<file path="src/sv/pst_pkg.sv">
// ----------------------------------------------------------------------------
// pst_pkg
// Shared types and constants for the priority schedule times block.
// ----------------------------------------------------------------------------
package pst_pkg;

  localparam int ARR_W  = 16;
  localparam int BUR_W  = 16;
  localparam int PRI_W  = 8;
  localparam int NUM_W  = 5;
  localparam int TIME_W = 21;
  localparam int SUM_W  = 25;

  localparam logic [TIME_W-1:0] TIME_MAX = {TIME_W{1'b1}};
  localparam logic [SUM_W-1:0]  SUM_MAX  = {SUM_W{1'b1}};

  // One stored job as held in the job table.
  typedef struct packed {
    logic [ARR_W-1:0] arr;
    logic [BUR_W-1:0] bur;
    logic [PRI_W-1:0] pri;
  } job_t;

endpackage

</file>
<file path="src/sv/pst_job_ram.sv">
// ----------------------------------------------------------------------------
// pst_job_ram
// Job table: one write port, one read port with registered read data.
// ----------------------------------------------------------------------------
module pst_job_ram
  import pst_pkg::*;
#(
  parameter int DEPTH = 16,
  parameter int AW    = 4
) (
  input  logic          clk,
  input  logic          wr_en,
  input  logic [AW-1:0] wr_addr,
  input  job_t          wr_data,
  input  logic          rd_en,
  input  logic [AW-1:0] rd_addr,
  output job_t          rd_data_r
);

  job_t mem [DEPTH];

  always_ff @(posedge clk) begin
    if (wr_en) begin
      mem[wr_addr] <= wr_data;
    end
  end

  always_ff @(posedge clk) begin
    if (rd_en) begin
      rd_data_r <= mem[rd_addr];
    end
  end

endmodule

</file>
<file path="src/sv/pst_rank_cmp.sv">
// ----------------------------------------------------------------------------
// pst_rank_cmp
// Shared compare unit: decides whether a candidate job outranks the best
// job found so far in the current scan.
// ----------------------------------------------------------------------------
module pst_rank_cmp
  import pst_pkg::*;
(
  input  job_t cand,
  input  job_t best,
  input  logic first_pick,
  output logic better
);

  // Candidates arrive in ascending job number, so a full tie keeps the
  // earlier (lower-numbered) job and needs no index compare.
  always_comb begin
    if (first_pick) begin
      better = cand.arr < best.arr;
    end else if (cand.pri != best.pri) begin
      better = cand.pri < best.pri;
    end else begin
      better = cand.arr < best.arr;
    end
  end

endmodule

</file>
<file path="src/sv/priority_schedule_times_core.sv">
// ----------------------------------------------------------------------------
// priority_schedule_times_core
// Non-preemptive priority scheduler with per-job completion statistics.
// ----------------------------------------------------------------------------
// Jobs are loaded one transfer per cycle and numbered 1, 2, ... in load order;
// a job that arrives while MAX_PROCS jobs are already stored is dropped. The
// transfer that carries last_job starts scheduling, and the block then emits
// one result transfer per stored job in run order. The first job run is the
// earliest arrival (ties to the lower number); every later job is the pending
// one with the lowest priority value, then earliest arrival, then lowest
// number. The job table has a single read port, so each pick scans all the
// stored jobs through one shared compare unit; the completion, turnaround,
// waiting and running-total figures are then worked out one adder step per
// cycle, and the result is held until its transfer completes. Input is not
// taken while a set is being scheduled. After the final result the block
// clears its counters and starts a new set. Completion time saturates at
// 2097151 and the waiting total at 33554431.
// ----------------------------------------------------------------------------
module priority_schedule_times_core
  import pst_pkg::*;
#(
  parameter int MAX_PROCS = 16
) (
  input  logic              clk,
  input  logic              rst_n,

  input  logic              in_valid,
  output logic              in_ready,
  input  logic [ARR_W-1:0]  in_arrival_time,
  input  logic [BUR_W-1:0]  in_burst_time,
  input  logic [PRI_W-1:0]  in_prio_level,
  input  logic              in_last_job,

  output logic              out_valid,
  input  logic              out_ready,
  output logic [NUM_W-1:0]  out_job_number,
  output logic [ARR_W-1:0]  out_job_arrival,
  output logic [BUR_W-1:0]  out_job_burst,
  output logic [PRI_W-1:0]  out_job_prio,
  output logic [TIME_W-1:0] out_finish_time,
  output logic [TIME_W-1:0] out_turnaround,
  output logic [TIME_W-1:0] out_wait_time,
  output logic [SUM_W-1:0]  out_wait_total,
  output logic              out_last_result
);

  localparam int IDX_W = (MAX_PROCS > 1) ? $clog2(MAX_PROCS) : 1;
  localparam int CNT_W = $clog2(MAX_PROCS + 1);

  typedef enum logic [2:0] {
    S_LOAD,
    S_SCAN,
    S_FIN,
    S_TAT,
    S_WAIT,
    S_SUM,
    S_OUT
  } state_t;

  state_t               state_r;
  logic [CNT_W-1:0]     job_count_r;
  logic [MAX_PROCS-1:0] done_r;
  logic [TIME_W-1:0]    clock_r;
  logic [SUM_W-1:0]     wait_sum_r;
  logic [CNT_W-1:0]     k_r;

  // Scan bookkeeping: issue pointer and the index of the data now returning.
  logic [CNT_W-1:0]     scan_addr_r;
  logic                 rd_vld_r;
  logic [IDX_W-1:0]     rd_idx_r;

  // Best job found so far in the current scan.
  logic                 have_r;
  job_t                 best_r;
  logic [IDX_W-1:0]     best_idx_r;

  logic [TIME_W-1:0]    fin_r;
  logic [TIME_W-1:0]    tat_r;
  logic [TIME_W-1:0]    wt_r;

  logic                 out_valid_r;
  logic [NUM_W-1:0]     out_job_number_r;
  job_t                 out_job_r;
  logic [TIME_W-1:0]    out_finish_r;
  logic [TIME_W-1:0]    out_tat_r;
  logic [TIME_W-1:0]    out_wt_r;
  logic [SUM_W-1:0]     out_sum_r;
  logic                 out_last_r;

  // Table write and read.
  logic                 in_xfer;
  logic                 out_xfer;
  logic                 wr_en;
  job_t                 wr_job;
  job_t                 rd_job;
  logic                 cand_better;

  // Arithmetic steps.
  logic [TIME_W-1:0]    start_time;
  logic [TIME_W:0]      fin_sum;
  logic [TIME_W-1:0]    fin_nxt;
  logic [TIME_W-1:0]    bur_ext;
  logic [SUM_W:0]       sum_wide;
  logic [SUM_W-1:0]     wait_sum_nxt;
  logic [IDX_W:0]       num_wide;
  logic                 last_nxt;

  assign in_ready = (state_r == S_LOAD);
  assign in_xfer  = in_valid && in_ready;
  assign out_xfer = out_valid_r && out_ready;

  assign wr_en      = in_xfer && (job_count_r < CNT_W'(MAX_PROCS));
  assign wr_job.arr = in_arrival_time;
  assign wr_job.bur = in_burst_time;
  assign wr_job.pri = in_prio_level;

  pst_job_ram #(
    .DEPTH (MAX_PROCS),
    .AW    (IDX_W)
  ) u_job_ram (
    .clk       (clk),
    .wr_en     (wr_en),
    .wr_addr   (job_count_r[IDX_W-1:0]),
    .wr_data   (wr_job),
    .rd_en     (state_r == S_SCAN),
    .rd_addr   (scan_addr_r[IDX_W-1:0]),
    .rd_data_r (rd_job)
  );

  pst_rank_cmp u_rank_cmp (
    .cand       (rd_job),
    .best       (best_r),
    .first_pick (k_r == '0),
    .better     (cand_better)
  );

  // The first job starts at its arrival; later ones at the later of the
  // previous completion and their own arrival.
  assign start_time = ((k_r == '0) || (clock_r <= TIME_W'(best_r.arr)))
                      ? TIME_W'(best_r.arr) : clock_r;
  assign fin_sum    = {1'b0, start_time} + (TIME_W + 1)'(best_r.bur);
  assign fin_nxt    = (fin_sum > {1'b0, TIME_MAX}) ? TIME_MAX : fin_sum[TIME_W-1:0];
  assign bur_ext    = TIME_W'(best_r.bur);

  assign sum_wide     = {1'b0, wait_sum_r} + (SUM_W + 1)'(wt_r);
  assign wait_sum_nxt = (sum_wide > {1'b0, SUM_MAX}) ? SUM_MAX : sum_wide[SUM_W-1:0];

  assign num_wide = {1'b0, best_idx_r} + (IDX_W + 1)'(1);
  assign last_nxt = ((k_r + CNT_W'(1)) == job_count_r);

  always_ff @(posedge clk) begin
    if (!rst_n) begin
      state_r     <= S_LOAD;
      job_count_r <= '0;
      done_r      <= '0;
      clock_r     <= '0;
      wait_sum_r  <= '0;
      k_r         <= '0;
      scan_addr_r <= '0;
      rd_vld_r    <= 1'b0;
      have_r      <= 1'b0;
      out_valid_r <= 1'b0;
    end else begin
      unique case (state_r)
        S_LOAD: begin
          if (in_xfer) begin
            if (wr_en) begin
              job_count_r <= job_count_r + CNT_W'(1);
            end
            if (in_last_job) begin
              scan_addr_r <= '0;
              rd_vld_r    <= 1'b0;
              have_r      <= 1'b0;
              state_r     <= S_SCAN;
            end
          end
        end

        S_SCAN: begin
          if (scan_addr_r < job_count_r) begin
            scan_addr_r <= scan_addr_r + CNT_W'(1);
            rd_vld_r    <= 1'b1;
            rd_idx_r    <= scan_addr_r[IDX_W-1:0];
          end else begin
            rd_vld_r    <= 1'b0;
          end
          if (rd_vld_r && !done_r[rd_idx_r] && (!have_r || cand_better)) begin
            best_r     <= rd_job;
            best_idx_r <= rd_idx_r;
            have_r     <= 1'b1;
          end
          if ((scan_addr_r == job_count_r) && !rd_vld_r) begin
            state_r <= S_FIN;
          end
        end

        S_FIN: begin
          fin_r   <= fin_nxt;
          clock_r <= fin_nxt;
          state_r <= S_TAT;
        end

        S_TAT: begin
          tat_r   <= fin_r - TIME_W'(best_r.arr);
          state_r <= S_WAIT;
        end

        S_WAIT: begin
          wt_r    <= (tat_r > bur_ext) ? (tat_r - bur_ext) : '0;
          state_r <= S_SUM;
        end

        S_SUM: begin
          wait_sum_r         <= wait_sum_nxt;
          done_r[best_idx_r] <= 1'b1;
          out_job_number_r   <= NUM_W'(num_wide);
          out_job_r          <= best_r;
          out_finish_r       <= fin_r;
          out_tat_r          <= tat_r;
          out_wt_r           <= wt_r;
          out_sum_r          <= wait_sum_nxt;
          out_last_r         <= last_nxt;
          out_valid_r        <= 1'b1;
          state_r            <= S_OUT;
        end

        S_OUT: begin
          if (out_xfer) begin
            out_valid_r <= 1'b0;
            if (out_last_r) begin
              // Set complete: return to an empty table.
              job_count_r <= '0;
              done_r      <= '0;
              clock_r     <= '0;
              wait_sum_r  <= '0;
              k_r         <= '0;
              state_r     <= S_LOAD;
            end else begin
              k_r         <= k_r + CNT_W'(1);
              scan_addr_r <= '0;
              have_r      <= 1'b0;
              state_r     <= S_SCAN;
            end
          end
        end

        default: begin
          state_r <= S_LOAD;
        end
      endcase
    end
  end

  assign out_valid       = out_valid_r;
  assign out_job_number  = out_job_number_r;
  assign out_job_arrival = out_job_r.arr;
  assign out_job_burst   = out_job_r.bur;
  assign out_job_prio    = out_job_r.pri;
  assign out_finish_time = out_finish_r;
  assign out_turnaround  = out_tat_r;
  assign out_wait_time   = out_wt_r;
  assign out_wait_total  = out_sum_r;
  assign out_last_result = out_last_r;

  // Loading and result delivery never overlap.
  a_no_overlap: assert property (@(posedge clk) disable iff (!rst_n)
    !(in_ready && out_valid))
    else $error("input accepted while a result is pending");

  // The final result of a set leaves an empty table behind.
  a_set_clears: assert property (@(posedge clk) disable iff (!rst_n)
    (out_valid && out_ready && out_last_result) |=> (job_count_r == '0 && done_r == '0))
    else $error("set state not cleared after final result");

  a_count_bound: assert property (@(posedge clk) disable iff (!rst_n)
    job_count_r <= CNT_W'(MAX_PROCS))
    else $error("job count exceeds table depth");

  // Every scan must find a job that has not yet been scheduled.
  a_pick_pending: assert property (@(posedge clk) disable iff (!rst_n)
    (state_r == S_FIN) |-> (have_r && !done_r[best_idx_r]))
    else $error("scan ended without a pending job");

endmodule
</file>
<file path="config.mk">
export PLATFORM = sky130hd
export DESIGN_NAME = priority_schedule_times_core
export DESIGN_NICKNAME = d
export VERILOG_FILES = /design/src/sv/pst_pkg.sv /design/src/sv/pst_job_ram.sv /design/src/sv/pst_rank_cmp.sv /design/src/sv/priority_schedule_times_core.sv
export SDC_FILE = /design/constraint.sdc
export NUM_CORES = 1
export LEC_CHECK = 0
export BUFFER_PORTS_ARGS = -buffer_cell sky130_fd_sc_hd__buf_2
export CORE_AREA = 2 2 347 349
export CTS_BUF_LIST = sky130_fd_sc_hd__clkbuf_4
export DETAILED_ROUTE_END_ITERATION = 6
export DIE_AREA = 0 0 349 351
export PLACE_DENSITY = 0.58
export SETUP_SLACK_MARGIN = 0.4
export SYNTH_ARGS = -nofsm -noshare
export SYNTH_HDL_FRONTEND = slang
export SYNTH_SLANG_ARGS = --single-unit
</file>
<file path="constraint.sdc">
create_clock -name clk -period 8.95 [get_ports clk]
set_clock_uncertainty 0.15 [all_clocks]
set_input_delay 1.79 -clock clk [delete_from_list [all_inputs] [get_ports clk]]
set_output_delay 1.79 -clock clk [all_outputs]
set_load 0.005 [all_outputs]
</file>
======== After elaboration in Yosys (flattened, before gate mapping) ========
Memories as Yosys holds them, arrays and structs flattened. A register that Yosys moved wholly into a read port is not among the register bits.
Cells that the tools add are included.
word-level totals
  register bits ........................... 328
  input port bits ......................... 45
  bits in writable memories ............... 640
  word-level logic and storage cells ...... 148
  memories kept ........................... 1
  output and inout port bits .............. 136
operators by class
  bitwise gates (word level) .............. 1
  eq/ne operators ......................... 18
  add/sub/neg operators ................... 8
  $lt $le $gt $ge ......................... 11
  muxes and demuxes ....................... 48
  reductions and logical operators ........ 34
memory list
  name           depth  width  read ports  clocked after memory_dff  wr ports  RTL line           source
  u_job_ram.mem  16     40     1           1                         1         pst_job_ram.sv:20  job_t mem [DEPTH];
operators by type and width
  operator              number
  $mux 21               4
  $mux 25               3
  $mux 5                10
  $pmux 25 s2           1
  $pmux 21 s2           1
  $sub 21x16->21        2
  $mux 16               2
  $pmux 16 s2           1
  $add 25x21->26        1
  $gt 26x25->1 const B  1
  $add 21x16->22        1
  $gt 22x21->1 const B  1
  $gt 21x16->1          1
  $le 21x16->1          1
  $pmux 3 s7            1
  $lt 16x16->1          1
  $or 16x16->16         1
  $add 5x1->5 const B   3
  $pmux 5 s3            1
  $reduce_and 3->1      5
  $mux 1                14
  $mux 3                4
  $ne 2x2->1 const B    6
  $reduce_and 2->1      6
  other kinds (27)      48

======== Logic depth before layout (Yosys ltp) ========
  depth in word-level cells ............... 7
  mapped depth ............................ 22
  mapped depth without buffers ............ 19

======== Modules after synthesis ========
Synthesis repeated with hierarchy kept, for this count alone.
unflattened totals
  cells, all modules ...................... 2402
  area total of the unflattened synthesis .. 41459.8 um^2
by module, submodules not included
  module                        cells an instance  times used  area an instance (um^2)  seq. area each (um^2)
  pst_job_ram                   1040               1           25532.0                  20419.6
  priority_schedule_times_core  1280               1           15347.2                  9018.6
  pst_rank_cmp                  82                 1           580.6                    0.0

======== Least setup slack after synthesis ========
OpenSTA, ideal clock, no wires.
  path type ............................... in2reg
  start point ............................. input rst_n
  end point ............................... register wait_sum_r[10]
  required time ........................... 8726 ps
  slack ................................... 2003 ps
  library setup time ...................... 74 ps
  stages on the path ...................... 6
  path buffers ............................ 2
  arrival time ............................ 6723 ps
  cell sequence ........................... nand2_1 or2_2 clkbuf_1 inv_1 clkbuf_1 a22o_1
RTL lines
  item                    RTL line                             source
  start: declaration      priority_schedule_times_core.sv:25   input logic rst_n,
  end signal: assignment  priority_schedule_times_core.sv:214  wait_sum_r <= wait_sum_nxt;
  end: declaration        priority_schedule_times_core.sv:64   logic [SUM_W-1:0] wait_sum_r;

======== Final worst setup path ========
  start point ............................. register best_r[34] (netlist name)
  end point ............................... register clock_r[14]
on the way
  word-level cells in the longest chain between the ends .. 7
ends and longest elaborated chain
  item                      RTL line                             source
  start: declaration        priority_schedule_times_core.sv:74   job_t best_r;
  start signal: assignment  priority_schedule_times_core.sv:188  best_r <= rd_job;
  $le 21x16->1              priority_schedule_times_core.sv:139  assign start_time = ((k_r == '0) || (clock_r <= TIME_W'(best_r.arr)))
  $logic_or 1x1->1          priority_schedule_times_core.sv:139
  $mux 21 *                 priority_schedule_times_core.sv:140  ? TIME_W'(best_r.arr) : clock_r;
  $add 21x16->22 *          priority_schedule_times_core.sv:141  assign fin_sum = {1'b0, start_time} + (TIME_W + 1)'(best_r.bur);
  $gt 22x21->1              priority_schedule_times_core.sv:142  assign fin_nxt = (fin_sum > {1'b0, TIME_MAX}) ? TIME_MAX : fin_sum[TIME_W-1:0];
  $mux 21 *                 priority_schedule_times_core.sv:142
  via fin_nxt[14]           priority_schedule_times_core.sv:101  logic [TIME_W-1:0] fin_nxt;
  $pmux 21 s2 *             priority_schedule_times_core.sv:164  unique case (state_r)
  end signal: assignment    priority_schedule_times_core.sv:199  clock_r <= fin_nxt;
  end: declaration          priority_schedule_times_core.sv:63   logic [TIME_W-1:0] clock_r;
The timed path passes the listed nets; every way through them passes the cells marked *.
A chain may end at the register's enable or synchronous reset.

==> results.sh <==
export IMPL_synth_compound_area_share_pct=5.50
export IMPL_post_place_ws_ps=3200
export IMPL_synthesis_area_per_instance_sq_um=17.8
export IMPL_syn_instance_count=2318
export IMPL_rows=127
export IMPL_worst_slew_pin_slew_ps=1160
export IMPL_portBuffers=180
export IMPL_clock_path_buffers=4
export IMPL_synthAdderAreaFrac_pct=3.95
export IMPL_worstSetupStartpointType="flop"
export IMPL_area_delta_synth_final_pct=15.3
export IMPL_clk_latency_ps=1130
export IMPL_maxCapViolCount=0
export IMPL_dieWidth_um=349
export IMPL_grtUsageTotal_pct=16.5
export IMPL_power_mw=10.4
export IMPL_hold_buffers=0
export IMPL_grt_pass1_wl_mm=149
export IMPL_worstHoldPathType="flop to flop"
export IMPL_clock_sinks=1008
export IMPL_post_dp_cell_area_sq_um=44200
export IMPL_first_pass_iters=7
export IMPL_grt_overflow_total=0
export IMPL_filler_cell_count=10830
export IMPL_synth_fp_nets=2491
export IMPL_setup_slack_ps=3180
export IMPL_synth_simple_area_share_pct=4.45
export IMPL_final_setup_viol_count=0
export IMPL_path_clk_slew_ps=70
export IMPL_rsz0062_at_grt="false"
export IMPL_crit_slowest_cell="or4_1"
export IMPL_arrival_ps=6590
export IMPL_cp_cell_sequence="inv_1 -> ha_1 -> a21o_1 -> a21o_1 -> a21oi_1 -> a21oi_1 -> o31ai_4 -> buf_4 -> mux2_2 -> ha_1 -> nand4_1 -> o21ai_0 -> o2111ai_1 -> o2111ai_1 -> a41oi_1 -> or4_1 -> o21ai_0 -> a22o_1"
export IMPL_synthMuxAreaShare_pct=11.8
export IMPL_path_max_fanout=23
export IMPL_nets=2907
export IMPL_leakage_nw=16.4
export IMPL_routedWlPerCell_um=22.7
export IMPL_drc=0
export IMPL_critPathMaxStageDelay_ps=660
export IMPL_cts_tree="done"
export IMPL_synthArstFlopShare_pct=0
export IMPL_drive_gt1_share_pct=31.2
export IMPL_status="finished clean"
export IMPL_synthDistinctLibCells=72
export IMPL_grt_pass1_vias=24051
export IMPL_grt_max_degree=161
export IMPL_dieArea_sq_um=122000
export IMPL_required_ps=9770
export IMPL_crit_path_end_kind="flop"
export IMPL_rrSetupSlack_ps=3180
export IMPL_cts_max_level=5
export IMPL_hold_violations=0
export IMPL_yosysTopAreaCell="edfxtp_1"
export IMPL_gp_congestion=0.902
export IMPL_stdcell_area_sq_um=47600
export IMPL_stdcell_count=4468
export IMPL_start_util_pct=34.7
export IMPL_yosys_warnings=0
export IMPL_synth_ff_type="edfxtp_1"
export IMPL_fmax_mhz=173
export IMPL_synth_xor_area_share_pct=1.40
export IMPL_antenna_found_initial=21
export IMPL_drt_vias_per_instance=5.17
export IMPL_root_buffer="clkbuf_4"
export IMPL_die_y_um=351
export IMPL_fin_util_pct=40.0
export IMPL_synth_top_family_by_area="multiplexers"
export IMPL_final_max_slew_viol_count=0
export IMPL_synth_seq_area_share_pct=71.3
export IMPL_wirelength_mm=101
export IMPL_period_share_pct=64.5
export IMPL_whs_ps=245
export IMPL_powerDensity_nw_per_um2=219
export IMPL_synth_area_leaders="edfxtp_1, mux4_2, dfxtp_1"
export IMPL_cts_resized=0
export IMPL_yosysTopAreaCellShare_pct=67.3
export IMPL_fin_crit_ps=5770
export IMPL_io_pin_count=181
export IMPL_synth_area_sq_um=41300
export IMPL_synth_seq_cells=1008
export IMPL_dp_cells=3997
export IMPL_crit_type="flop to flop"
export IMPL_post_cts_setup_buffer_count=0
export IMPL_crit_buf_inv=2
export IMPL_relSlewSlack_pct=22.7
export IMPL_fin_setup_tns_ps=0
export IMPL_vias=23101
export IMPL_drt_iter0_drc=1894
export IMPL_peakVddDrop_mv=0.0996
export IMPL_coreArea_sq_um=119000
export IMPL_ant_nets=0
export IMPL_synth_edf_count=925
export IMPL_crit_family="compound AO/OA/AOI/OAI gates"
export IMPL_dp_hpwl_mm=59.6
export IMPL_numCtsBuffers=283
## logic make-up after synthesis
| group | Yosys count |
|---|---|
| flops | 1008 |
| simple gates | 380 |
| compound gates | 340 |
| mux | 229 |
| buf+inv | 167 |
| fa+ha+maj | 128 |
| xor+xnor | 66 |
## where the power goes
part	internal (mW)	leakage, nW	switching (mW)
registers	5.40	9.02	0.114
clock network	2.14	2.03	1.83
logic	0.406	5.31	0.529
## Yosys cell counts (17+ instances only)
master and count:
edfxtp_1 925, mux4_2 205, ha_1 124, nor2_1 119, nand2_1 91, inv_1 86, dfxtp_1 83, a21oi_1 81
o21ai_0 59, clkbuf_1 55, xnor2_1 38, a21o_1 35, a22o_1 34, a31oi_1 30, nand3_1 29, xor2_1 28
nor3_1 27, nor2b_1 20, mux2_2 17
## per-layer routing
layer  wire length [um]  global-route usage, %  share of wire [%]
met5                115                      0               0.11
met4               2170                   5.81                2.1
met2              50000                   27.4                 49
met1              42600                   21.1                 42
met3               6420                   4.03                6.3
## placed cells by master, fill, tap and decap left out, types with 6 or more instances in the layout
master and n:
a31o_2 6, clkinv_2 9, nand4_1 13, buf_2 180, a21o_1 35, a211oi_1 15
clkinv_1 40, o211ai_1 8, a22o_1 34, and3_1 10, diode_2 9, mux2_2 17
and2_1 11, nor2_4 13, xnor2_1 38, o21ai_0 58, nor2b_1 20, nand2b_1 15
inv_1 85, dfxtp_1 79, buf_4 28, o31ai_1 6, a31oi_1 30, or2_2 9
mux2i_1 7, clkbuf_4 404, a21oi_1 80, xor2_1 28, mux4_2 205, nand3_1 29
nor2_1 105, edfxtp_1 925, or3_1 11, inv_2 7, ha_1 124, nand2_1 91
nor3_1 22, o21a_1 15
## final cells by class
cell class | instances | area [sq um] | area share (%)
tap | 1548 | 1940 | 4.07
antenna | 9 | 22.5 | 0.0473
multi-input combinational | 1143 | 11300 | 23.8
sequential | 1008 | 29500 | 61.9
clock buffer | 404 | 3030 | 6.37
timing repair buffer | 210 | 1150 | 2.42
clock inverter | 58 | 312 | 0.655
inverter | 88 | 335 | 0.705
## sequential cells by signal, indices dropped and copies added (netlist names), 8 cells and up
signal / cells
out_job_arrival: 16
done_r: 16
out_wait_total: 25
out_wait_time: 21
tat_r: 21
wt_r: 21
out_job_burst: 16
best_r: 40
fin_r: 21
u_job_ram.mem: 640
out_job_prio: 8
wait_sum_r: 25
out_finish_time: 21
clock_r: 21
out_turnaround: 21
u_job_ram.rd_data_r: 40
## final timing paths
check | start | to | cells after the start
max | best_r[34]$_DFFE_PP_ | clock_r[14]$_SDFFE_PN0P_ | 18
min | u_job_ram.rd_data_r[20]$_DFFE_PP_ | best_r[20]$_DFFE_PP_ | 0
max reg2reg | best_r[34]$_DFFE_PP_ | clock_r[14]$_SDFFE_PN0P_ | 18
min reg2reg | u_job_ram.rd_data_r[20]$_DFFE_PP_ | best_r[20]$_DFFE_PP_ | 0
Power figures use the tool's default switching activity.
